## config.mk

```make
export PLATFORM = sky130hd
export DESIGN_NAME = date_add_days_flat
export DESIGN_NICKNAME = d
export VERILOG_FILES = /design/src/sv/dad_pkg.sv /design/src/sv/dad_if.sv /design/src/sv/dad_alu.sv /design/src/sv/dad_ctrl.sv /design/src/sv/date_add_days.sv /design/src/flat_wrapper.sv
export VERILOG_INCLUDE_DIRS = /design/src /design/src/sv
export SDC_FILE = /design/constraint.sdc
export NUM_CORES = 1
export LEC_CHECK = 0
export BUFFER_PORTS_ARGS = -buffer_cell sky130_fd_sc_hd__buf_4
export CAP_MARGIN = 20
export CORE_UTILIZATION = 52
export CTS_CLUSTER_DIAMETER = 50
export CTS_CLUSTER_SIZE = 12
export DETAILED_ROUTE_END_ITERATION = 12
export PLACE_DENSITY = 0.72
export SYNTH_ARGS = -nofsm -noshare
export SYNTH_HDL_FRONTEND = slang
export SYNTH_SLANG_ARGS = --single-unit
```

## constraint.sdc

```tcl
create_clock -name clk -period 9.1 [get_ports clk]
set_input_delay 0.455 -clock clk [delete_from_list [all_inputs] [get_ports clk]]
set_output_delay 0.455 -clock clk [all_outputs]
set_load 0.01 [all_outputs]
```

## src/sv/assert_macros.svh

```systemverilog
// Assertion helpers for the RTL files; only date_add_days includes them.
`ifndef ASSERT_MACROS_SVH
`define ASSERT_MACROS_SVH

// A condition that must hold at every clock edge outside reset.
`define ASSERT_ALWAYS(label, cond, msg) \
  label: assert property (@(posedge clk) disable iff (!rst_n) (cond)) else $error(msg);

// A condition that must hold in the same cycle as its trigger.
`define ASSERT_IMPL(label, ante, cons, msg) \
  label: assert property (@(posedge clk) disable iff (!rst_n) (ante) |-> (cons)) else $error(msg);

// A condition that must hold in the cycle after its trigger.
`define ASSERT_NEXT(label, ante, cons, msg) \
  label: assert property (@(posedge clk) disable iff (!rst_n) (ante) |=> (cons)) else $error(msg);

`endif

```

## src/sv/dad_pkg.sv

```systemverilog
package dad_pkg;

  localparam int DAY_W       = 5;
  localparam int MONTH_W     = 4;
  localparam int YEAR_W      = 14;
  localparam int ADD_W       = 16;
  localparam int COUNT_WIDTH = 16;

  // Day accumulator holds start day plus the full count.
  localparam int ACC_W = COUNT_WIDTH + 1;
  localparam int ALU_W = (ACC_W > YEAR_W) ? ACC_W : YEAR_W;

  localparam logic [ADD_W-1:0] ADD_MASK = ADD_W'((64'd1 << COUNT_WIDTH) - 64'd1);

  localparam int MOD_BASE  = 400;
  localparam int MOD_STEPS = 6;
  localparam int STEP_W    = 3;

  localparam logic [MONTH_W-1:0] MONTH_JAN = MONTH_W'(1);
  localparam logic [MONTH_W-1:0] MONTH_FEB = MONTH_W'(2);
  localparam logic [MONTH_W-1:0] MONTH_DEC = MONTH_W'(12);
  localparam logic [YEAR_W-1:0]  YEAR_MAX  = {YEAR_W{1'b1}};

  typedef enum logic [2:0] {
    ST_IDLE,
    ST_MOD,
    ST_CHECK,
    ST_WALK,
    ST_DONE
  } dad_state_t;

  typedef struct packed {
    dad_state_t          state;
    logic [STEP_W-1:0]   step;
    logic                in_ready;
    logic                out_valid;
  } dad_ctrl_t;

  typedef struct packed {
    logic in_fire;
    logic out_fire;
    logic date_ok;
    logic le;
  } dad_stat_t;

  function automatic logic [DAY_W-1:0] month_days(input logic [MONTH_W-1:0] m,
                                                  input logic leap);
    logic [DAY_W-1:0] len;
    begin
      case (m)
        4'd2:                      len = leap ? DAY_W'(29) : DAY_W'(28);
        4'd4, 4'd6, 4'd9, 4'd11:   len = DAY_W'(30);
        default:                   len = DAY_W'(31);
      endcase
      return len;
    end
  endfunction

endpackage

```

## src/sv/dad_if.sv

```systemverilog
interface dad_in_if import dad_pkg::*; ();
  logic               valid;
  logic               ready;
  logic [DAY_W-1:0]   start_day;
  logic [MONTH_W-1:0] start_month;
  logic [YEAR_W-1:0]  start_year;
  logic [ADD_W-1:0]   add_count;

  modport source (output valid, start_day, start_month, start_year, add_count,
                  input ready);
  modport sink   (input valid, start_day, start_month, start_year, add_count,
                  output ready);
endinterface

interface dad_out_if import dad_pkg::*; ();
  logic               valid;
  logic               ready;
  logic [DAY_W-1:0]   result_day;
  logic [MONTH_W-1:0] result_month;
  logic [YEAR_W-1:0]  result_year;
  logic               date_invalid;

  modport source (output valid, result_day, result_month, result_year, date_invalid,
                  input ready);
  modport sink   (input valid, result_day, result_month, result_year, date_invalid,
                  output ready);
endinterface

```

## src/sv/dad_alu.sv

```systemverilog
module dad_alu import dad_pkg::*; (
  input  logic [ALU_W-1:0] a,
  input  logic [ALU_W-1:0] b,
  output logic [ALU_W-1:0] diff,
  output logic             le
);

  logic [ALU_W:0] wide;

  // One subtractor serves the year reduction, the date check and the month walk.
  assign wide = {1'b0, a} - {1'b0, b};
  assign diff = wide[ALU_W-1:0];
  assign le   = wide[ALU_W] | (wide[ALU_W-1:0] == '0);

endmodule

```

## src/sv/dad_ctrl.sv

```systemverilog
module dad_ctrl import dad_pkg::*; (
  input  logic      clk,
  input  logic      rst_n,
  input  dad_stat_t stat,
  output dad_ctrl_t ctrl
);

  dad_state_t        state_r, state_nxt;
  logic [STEP_W-1:0] step_r, step_nxt;

  always_comb begin
    state_nxt = state_r;
    step_nxt  = step_r;
    case (state_r)
      ST_IDLE: begin
        if (stat.in_fire) begin
          state_nxt = ST_MOD;
          step_nxt  = STEP_W'(MOD_STEPS - 1);
        end
      end
      ST_MOD: begin
        if (step_r == '0) begin
          state_nxt = ST_CHECK;
        end else begin
          step_nxt = step_r - STEP_W'(1);
        end
      end
      ST_CHECK: begin
        state_nxt = stat.date_ok ? ST_WALK : ST_DONE;
      end
      ST_WALK: begin
        if (stat.le) begin
          state_nxt = ST_DONE;
        end
      end
      ST_DONE: begin
        if (stat.out_fire) begin
          state_nxt = ST_IDLE;
        end
      end
      default: begin
        state_nxt = ST_IDLE;
      end
    endcase
  end

  always_comb begin
    ctrl.state     = state_r;
    ctrl.step      = step_r;
    ctrl.in_ready  = (state_r == ST_IDLE);
    ctrl.out_valid = (state_r == ST_DONE);
  end

  always_ff @(posedge clk) begin
    if (!rst_n) begin
      state_r <= ST_IDLE;
      step_r  <= '0;
    end else begin
      state_r <= state_nxt;
      step_r  <= step_nxt;
    end
  end

endmodule

```

## src/sv/date_add_days.sv

```systemverilog
// Advances a Gregorian date by a day count, one item at a time. After an item
// is accepted the block first reduces the year modulo 400 with six
// shift-and-subtract steps, checks the date, and then walks
// forward one month per cycle, taking each month's length off the running day.
// The walk steps over up to about 2150 months for a 16-bit count; an invalid
// date skips it. A single shared subtractor serves the reduction, the check
// and the walk. The result is held until it is taken, and the next item is
// accepted in the cycle after that. An invalid date (day 0, month 0 or above
// 12, or a day past the end of its month) comes back unchanged with
// date_invalid set.
// Years wrap modulo 16384, and the leap rule is applied to the wrapped year.
module date_add_days import dad_pkg::*; (
  input logic        clk,
  input logic        rst_n,
  dad_in_if.sink     in_ch,
  dad_out_if.source  out_ch
);

`include "assert_macros.svh"

  dad_ctrl_t ctrl;
  dad_stat_t stat;

  // Working registers; they double as the result register while the result waits.
  logic [ACC_W-1:0]   day_r, day_nxt;
  logic [MONTH_W-1:0] month_r, month_nxt;
  logic [YEAR_W-1:0]  year_r, year_nxt;
  logic [ACC_W-1:0]   cnt_r, cnt_nxt;
  // Year modulo 400, kept in step with the year during the walk.
  logic [YEAR_W-1:0]  rem_r, rem_nxt;
  logic               inval_r, inval_nxt;

  logic [ALU_W-1:0]   alu_a, alu_b, alu_diff;
  logic               alu_le;
  logic               leap;
  logic [DAY_W-1:0]   len;
  logic               month_ok;

  dad_ctrl u_ctrl (
    .clk   (clk),
    .rst_n (rst_n),
    .stat  (stat),
    .ctrl  (ctrl)
  );

  dad_alu u_alu (
    .a    (alu_a),
    .b    (alu_b),
    .diff (alu_diff),
    .le   (alu_le)
  );

  // A year is a leap year when its remainder modulo 400 is a multiple of four
  // other than 100, 200 or 300.
  assign leap = (rem_r[1:0] == 2'b00) && (rem_r != YEAR_W'(100)) &&
                (rem_r != YEAR_W'(200)) && (rem_r != YEAR_W'(300));
  assign len      = month_days(month_r, leap);
  assign month_ok = (month_r != '0) && (month_r <= MONTH_DEC);

  // Operand selection for the shared subtractor.
  always_comb begin
    if (ctrl.state == ST_MOD) begin
      alu_a = ALU_W'(rem_r);
      alu_b = ALU_W'(MOD_BASE) << ctrl.step;
    end else begin
      alu_a = ALU_W'(day_r);
      alu_b = ALU_W'(len);
    end
  end

  always_comb begin
    stat.in_fire  = in_ch.valid && ctrl.in_ready;
    stat.out_fire = ctrl.out_valid && out_ch.ready;
    stat.date_ok  = (day_r != '0) && month_ok && alu_le;
    stat.le       = alu_le;
  end

  always_comb begin
    day_nxt   = day_r;
    month_nxt = month_r;
    year_nxt  = year_r;
    cnt_nxt   = cnt_r;
    rem_nxt   = rem_r;
    inval_nxt = inval_r;
    case (ctrl.state)
      ST_IDLE: begin
        if (stat.in_fire) begin
          day_nxt   = ACC_W'(in_ch.start_day);
          month_nxt = in_ch.start_month;
          year_nxt  = in_ch.start_year;
          cnt_nxt   = ACC_W'(in_ch.add_count & ADD_MASK);
          rem_nxt   = in_ch.start_year;
          inval_nxt = 1'b0;
        end
      end
      ST_MOD: begin
        // Restoring reduction: keep the difference when it did not borrow.
        if (!alu_le || alu_diff == '0) begin
          rem_nxt = alu_diff[YEAR_W-1:0];
        end
      end
      ST_CHECK: begin
        if (stat.date_ok) begin
          day_nxt = day_r + cnt_r;
        end else begin
          inval_nxt = 1'b1;
        end
      end
      ST_WALK: begin
        if (!alu_le) begin
          day_nxt = alu_diff[ACC_W-1:0];
          if (month_r == MONTH_DEC) begin
            month_nxt = MONTH_JAN;
            year_nxt  = year_r + YEAR_W'(1);
            if (year_r == YEAR_MAX || rem_r == YEAR_W'(MOD_BASE - 1)) begin
              rem_nxt = '0;
            end else begin
              rem_nxt = rem_r + YEAR_W'(1);
            end
          end else begin
            month_nxt = month_r + MONTH_W'(1);
          end
        end
      end
      default: begin
      end
    endcase
  end

  always_ff @(posedge clk) begin
    day_r   <= day_nxt;
    month_r <= month_nxt;
    year_r  <= year_nxt;
    cnt_r   <= cnt_nxt;
    rem_r   <= rem_nxt;
    inval_r <= inval_nxt;
  end

  assign in_ch.ready         = ctrl.in_ready;
  assign out_ch.valid        = ctrl.out_valid;
  assign out_ch.result_day   = day_r[DAY_W-1:0];
  assign out_ch.result_month = month_r;
  assign out_ch.result_year  = year_r;
  assign out_ch.date_invalid = inval_r;

  // After the reduction the remainder must lie below 400.
  `ASSERT_IMPL(a_rem_range, ctrl.state == ST_WALK, rem_r < YEAR_W'(MOD_BASE),
               "year remainder out of range")
  // The walk only ever sees a legal month.
  `ASSERT_IMPL(a_walk_month, ctrl.state == ST_WALK, month_ok,
               "month out of range during walk")
  // A valid result is a real calendar date.
  `ASSERT_IMPL(a_result_date, ctrl.out_valid && !inval_r,
               (day_r != '0) && alu_le && month_ok, "result is not a calendar date")
  // An accepted item always starts with the year reduction.
  `ASSERT_NEXT(a_start_mod, stat.in_fire,
               ctrl.state == ST_MOD && ctrl.step == STEP_W'(MOD_STEPS - 1),
               "item did not start reduction")

endmodule
```

## src/flat_wrapper.sv

```systemverilog
// flat-port wrapper written by rule: the top's interface ports become plain ports
module date_add_days_flat import dad_pkg::*;
  (clk, rst_n, in_ch_valid, in_ch_start_day, in_ch_start_month, in_ch_start_year, in_ch_add_count, in_ch_ready, out_ch_valid, out_ch_result_day, out_ch_result_month, out_ch_result_year, out_ch_date_invalid, out_ch_ready);
  dad_in_if in_ch_i ();
  dad_out_if out_ch_i ();
  input logic clk;
  input logic rst_n;
  input wire logic [$bits(in_ch_i.valid)-1:0] in_ch_valid;
  input wire logic [$bits(in_ch_i.start_day)-1:0] in_ch_start_day;
  input wire logic [$bits(in_ch_i.start_month)-1:0] in_ch_start_month;
  input wire logic [$bits(in_ch_i.start_year)-1:0] in_ch_start_year;
  input wire logic [$bits(in_ch_i.add_count)-1:0] in_ch_add_count;
  output wire logic [$bits(in_ch_i.ready)-1:0] in_ch_ready;
  output wire logic [$bits(out_ch_i.valid)-1:0] out_ch_valid;
  output wire logic [$bits(out_ch_i.result_day)-1:0] out_ch_result_day;
  output wire logic [$bits(out_ch_i.result_month)-1:0] out_ch_result_month;
  output wire logic [$bits(out_ch_i.result_year)-1:0] out_ch_result_year;
  output wire logic [$bits(out_ch_i.date_invalid)-1:0] out_ch_date_invalid;
  input wire logic [$bits(out_ch_i.ready)-1:0] out_ch_ready;
  assign in_ch_i.valid = in_ch_valid;
  assign in_ch_i.start_day = in_ch_start_day;
  assign in_ch_i.start_month = in_ch_start_month;
  assign in_ch_i.start_year = in_ch_start_year;
  assign in_ch_i.add_count = in_ch_add_count;
  assign in_ch_ready = in_ch_i.ready;
  assign out_ch_valid = out_ch_i.valid;
  assign out_ch_result_day = out_ch_i.result_day;
  assign out_ch_result_month = out_ch_i.result_month;
  assign out_ch_result_year = out_ch_i.result_year;
  assign out_ch_date_invalid = out_ch_i.date_invalid;
  assign out_ch_i.ready = out_ch_ready;
  date_add_days u_core (.clk(clk), .rst_n(rst_n), .in_ch(in_ch_i), .out_ch(out_ch_i));
endmodule
```

== Yosys cells after proc, flatten, opt, wreduce, memory -nomap -nowiden ==
Cells that the tools add are included.

* Magnitude comparators: 1
* Divide/modulo/power cells: 0
* Shifts and indexed selects: 1
* Add/sub/neg operators: 6
* Muxes and demuxes: 33
* Equality and inequality tests: 25
* Reductions and logical operators: 31
* $mul: 0
* Bitwise logic cells: 1

{| class="wikitable"
|+ Operators by type and width
! cell !! number
|-
| 14-bit two-way mux || 7
|-
| 17-bit two-way mux || 5
|-
| 17-bit one-hot mux with 3 select lines || 1
|-
| 14-bit one-hot mux with 3 select lines || 1
|-
| 14-bit by 1-bit adder with 14-bit output (second input constant) || 2
|-
| 14-bit one-hot mux with 2 select lines || 1
|-
| 3-bit two-way mux || 7
|-
| 17-bit by 17-bit subtractor with 18-bit output || 1
|-
| 17-bit by 16-bit adder with 17-bit output || 1
|-
| 17-bit zero test || 1
|-
| 17-bit nonzero test || 1
|-
| 9-bit by 3-bit << shifter with 17-bit output (first input constant) || 1
|-
| 3-bit one-hot mux with 5 select lines || 1
|-
| 14-bit == test (second input constant) || 1
|-
| 14-bit by 9-bit == test with 1-bit output (second input constant) || 1
|-
| 14-bit by 7-bit inequality test with 1-bit output (second input constant) || 1
|-
| 14-bit by 8-bit inequality test with 1-bit output (second input constant) || 1
|-
| 14-bit by 9-bit inequality test with 1-bit output (second input constant) || 1
|-
| 4-bit == test (second input constant) || 3
|-
| 4-bit two-way mux || 3
|-
| 2-bit inequality test (second input constant) || 6
|-
| 4-bit AND reduction || 3
|-
| 5-bit one-hot mux with 2 select lines || 1
|-
| 3-bit AND reduction || 3
|-
| 25 further kinds || 44
|}

* Output and inout port bits: 26
* Memories kept: 0
* Latch bits: 0
* Memory bits (writable): 0
* Bits in registers: 72
* Memory bits (read-only): 0
* Word-level logic and storage cells: 106
* Input bits: 43

== Longest topological paths before layout ==
* Word-level depth: 14
* Gate-level depth with buffers: 21
* Mapped depth without buffers: 21

== By module ==
A second synthesis with hierarchy kept.

* Cell total of the unflattened synthesis: 721
* Area total of the unflattened synthesis: 6155.9 µm²

{| class="wikitable"
|+ Modules (own cells, without submodules)
! module !! instances !! sequential area each (µm²) !! cells each !! area each (µm²)
|-
| date_add_days || 1 || 1981.9 || 534 || 4769.6
|-
| dad_alu || 1 || 0.0 || 144 || 979.7
|-
| dad_ctrl || 1 || 120.1 || 43 || 406.6
|}

== Worst setup path before layout ==
OpenSTA, ideal clock, no wires.

* Path type: reg2reg
* From: register u_core.rem_r[0]
* To: register u_core.day_r[0] (enable)
* Period minus slack after synthesis: 5.246 ns
* Arrival time: 4.849 ns
* Setup time: 0.397 ns
* Cell stages (with the launch flop): 22
* Setup slack: 3.854 ns
* Data required time: 8.703 ns
* Path buffers: 0
* Cell sequence: edfxtp_1 inv_1 ha_1 nand4b_1 nor2_1 nand3b_1 a21oi_1 a31oi_1 o211a_1 nor3_1 nor3b_1 ha_1 fa_1 nand3b_1 a2111oi_4 a211oi_1 xnor2_1 a2111oi_0 o2111a_2 nand4_1 o21a_2 o211ai_1

* Cells in the longest elaborated chain, start to end: 13
* Elaborated cells between the ends (all ways): 18
* Classes of those cells: add/sub (1); eq/ne (5); mux (4); bitwise (1); reduce/logical (7)

{| class="wikitable"
|+ RTL lines
! item !! RTL line !! RTL
|-
| from (decl) || date_add_days.sv:30 || <nowiki>logic [YEAR_W-1:0] rem_r, rem_nxt;</nowiki>
|-
| from (signal assigned) || date_add_days.sv:135 || <nowiki>rem_r <= rem_nxt;</nowiki>
|-
| 14-bit by 7-bit inequality test with 1-bit output / 2-bit zero test (equally long branches) || date_add_days.sv:55 || <nowiki>assign leap = (rem_r[1:0] == 2'b00) && (rem_r != YEAR_W'(100)) &&</nowiki>
|-
| 1-bit logical AND (2 in series) || date_add_days.sv:55 ||
|-
| 1-bit logical AND || date_add_days.sv:56 || <nowiki>(rem_r != YEAR_W'(200)) && (rem_r != YEAR_W'(300));</nowiki>
|-
| 1-bit two-way mux || dad_pkg.sv:51 || <nowiki>4'd2: len = leap ? DAY_W'(29) : DAY_W'(28);</nowiki>
|-
| 5-bit one-hot mux with 2 select lines || dad_pkg.sv:50 || <nowiki>case (m)</nowiki>
|-
| 17-bit two-way mux || date_add_days.sv:62 || <nowiki>if (ctrl.state == ST_MOD) begin</nowiki>
|-
| 17-bit by 17-bit subtractor with 18-bit output (*) || dad_alu.sv:11 || <nowiki>assign wide = {1'b0, a} - {1'b0, b};</nowiki>
|-
| 17-bit zero test || dad_alu.sv:13 || <nowiki>assign le = wide[ALU_W] | (wide[ALU_W-1:0] == '0);</nowiki>
|-
| 1-bit OR (*) || dad_alu.sv:13 ||
|-
| 1-bit logical AND || date_add_days.sv:74 || <nowiki>stat.date_ok = (day_r != '0) && month_ok && alu_le;</nowiki>
|-
| 2-bit inequality test (no source line) || - ||
|-
| 4-bit AND reduction (no source line) (*) || - ||
|-
| to (signal assigned) || date_add_days.sv:131 || <nowiki>day_r <= day_nxt;</nowiki>
|-
| to (decl) || date_add_days.sv:25 || <nowiki>logic [ACC_W-1:0] day_r, day_nxt;</nowiki>
|}

Mark *: on every way between the ends. The rest lies on a longest branch, timed or not.
A chain may end at the register's enable or synchronous reset.

== Worst setup path after layout ==
* From: register u_core.rem_r[0]
* To: register u_core.day_r[4] (enable)

Same word-level chain as after synthesis.

==> results.md <==
* Status: finished, final reports clean
* Highest clock rate at 189 MHz
* Cts repair resizes at 0
* Max_slew headroom at a little over half
* Final Setup Violations at 0
* Final Max Slew Viols at 0
* Met3 GRT Util at between 5 and 6%
* Worst path max stage delay at 0.49 ns
* CP max FO at 17
* Final net count at 831
* Top FF cell, synth: edfxtp_1
* # clock sinks at 72
* Setup TNS at 0 ns
* Finished Layout Cells at 890
* Tot GR Track Use at just under 30%
* Crit. End Element: register
* Synth top cells by count: nand2_1 (118), edfxtp_1 (66), nor2_1 (56)
* CTS hold repair buffers at 0
* Top cell type's share of synthesized area at 33.2%
* Pwr dens at 405 nW/um^2
* DR WL/cell at 18.6 um
* Overflow after GRT at 0
* Vias in the first global route at roughly 5000
* Clock transition at path regs at 0.06 ns
* Residual DRC at 0
* Post-Syn Area per Cell at 8.62 sq um
* Ant. Diodes at 0
* Pin count of the biggest net entering global routing at 43
* Die ar. at 11900 sq um
* Mapped Area at 5960 sq um
* Clk_lat worst skew at 0.35 ns
* Worst Path Buf+Inv at 2
* Leakage at about 2.8 nW
* Placed Cells at 874
* Final HPWL DP at approximately 13000 um
* Share of post-route cells with drive strength above 1 at approximately 14%
* Clk root buf: clkbuf_16
* Initial antenna violation count at 0
* Post-Syn Instances at 692
* GR Layer Usage met2 at 44.6%
* Synth-to-layout area growth at 14.9%
* Vias per cell at 6.15
* Worst-margin pin slew at approximately 0.7 ns
* Global-route wire length before repair at 25900 um
* Antenna-violating nets left at 0
* Post-synth cell types at slightly above 70
* Num CTS Buffers at 9
* CTS tree: done
* Ys async rst share at 0%
* Largest cells by area after synthesis: edfxtp_1 (33%), ha_1 (8.6%), nand2_1 (7.4%)
* Worst path cell trace: inv_1, ha_1, nand4b_1, nor2_1, nand3b_1, a21oi_1, a31oi_1, o211a_1, nor3_1, nor3b_1, ha_1, fa_1, nand3b_1, a2111oi_4, a211oi_1, xnor2_1, a2111oi_0, o2111a_2, nand4_1, o21a_2, o211ai_1, buf_4
* Filler instances at 947
* Sequential Area at 2100 sq um
* Critical-path top delay cell: a2111oi_0
* Initial Utilization at 54.3%
* Chip Width at 109 um
* Worst Path Arrival at 5.31 ns
* Max-capacitance violation count at 0
* RSZ-0062 raised after global routing: false
* First-pass iteration count of the detailed router at 5
* Number of synthesized flops with an enable pin at 66
* CP Launch Type: register
* Max Clock Skew at 0.00724 ns
* GPL Wtd Cong at 0.958
* Core Rows at 38
* H-tree Lvls at 3
* Seq/Total Area, Yosys at roughly a third
* Total number of vias at 5472
* Post-route clock period utilization at between 50 and 60%
* Fin crit period at 5.28 ns
* Multi-input gate area at 3590 sq um
* Port Buf Inserts at slightly below 70
* Final WL at 16500 um
* Met1 track demand over resource at 40.9%
* Hold Path Class: primary input to register
* Crit path kind: register to register
* CORE AREA at about 11000 sq um
* Syn_nets at between 700 and 800
* Final hold vios at 0
* DIE HEIGHT at 109 um
* Post-CTS Repair Setup Buffers at 0
* WP data required at 9.14 ns
* Crit path max-delay family: compound AO/OA/AOI/OAI gates
* Yosys warning total at 0
* DRT iter0 DRCs at 527
* Peak VDD IR at 0.000201 V
* Synthesized flop and latch total at a little over 70
* IO Pins at a little under 70
* Count leader, synth: nand2_1
* Max clock buf depth at 2
* Synth area leader: edfxtp_1
* Top Usage Layer GRT: met2
[where the power goes]
group / total (W) / internal [W] / switching, W
clock: 0.000378 / 0.000240 / 0.000138
combinational: 0.00172 / 0.000662 / 0.00106
sequential: 0.000670 / 0.000525 / 0.000145
total: 0.00277 / 0.00143 / 0.00135
[cells in the final DEF, fill, tap and decap left out, drive strengths merged, types with 18 or more instances in the layout]
| cell | instances |
|---|---|
| nand2 | 118 |
| buf | 75 |
| edfxtp | 66 |
| nor2 | 56 |
| a21oi | 46 |
| ha | 41 |
| o21ai | 40 |
| inv | 29 |
| nand3 | 25 |
| xor2 | 24 |
| xnor2 | 18 |
[registers in the layout, summed over array words and instances (netlist names)]
signal / flops
u_core.out_ch.result_year: 14
u_core.rem_r: 14
u_core.u_ctrl.state_r: 3
u_core.out_ch.date_invalid: 1
u_core.cnt_r: 16
u_core.out_ch.result_month: 4
u_core.u_ctrl.step_r: 3
u_core.day_r: 17
[logic make-up (layout without fill, tap and decap cells)]
family          Yosys count  in the layout  share of synthesized area [%]
compound gates          189            189                           21.7
simple gates            280            280                           22.1
xor+xnor                 42             42                           6.30
mux                       5              5                          0.881
flops                    72             72                           35.3
buf+inv                  61            119                           4.47
fa+ha+maj                43             43                           9.28
[final cells by class]
class | instances | share of cell area, %
clock buffers | 11 | 3.40
clock inverters | 5 | 1.17
inverters | 28 | 1.53
multi-input cells | 559 | 52.4
flip-flops and latches | 72 | 30.7
well taps | 140 | 2.56
repair buffers | 75 | 8.22
[metal layers]
layer	wire length, um	vias to the layer above
li1	-	2653
met1	7480	2588
met2	7470	211
met3	1240	20
met4	344	0
met5	0	-
[metrics by stage]
stage               util (%)  setup WS, ns  total power (W)  hold WS [ns]  cell area [sq um]
global route            62.4          3.47          0.00296         0.272               6850
CTS                     62.4          3.86          0.00274         0.271               6850
finish                  62.4          3.82          0.00277         0.281               6850
global placement        59.5          4.04          0.00232         0.560               6540
floorplan                  -          3.85          0.00188         0.516               5960
detailed placement      59.5          3.88          0.00234         0.587               6540
[worst paths after layout]
path / startpoint / to / slack, ns / cells past startpoint
worst max register to register: u_core.rem_r[0] / u_core.day_r[4] / 3.82 / 22
worst max-delay path: u_core.rem_r[0] / u_core.day_r[4] / 3.82 / 22
worst min register to register: u_core.u_ctrl.step_r[1] / u_core.u_ctrl.step_r[1] / 0.61 / 2
worst min-delay path: in_ch_add_count[0] / u_core.cnt_r[0] / 0.28 / 1
No activity file was read; power rests on OpenSTA's default activity.
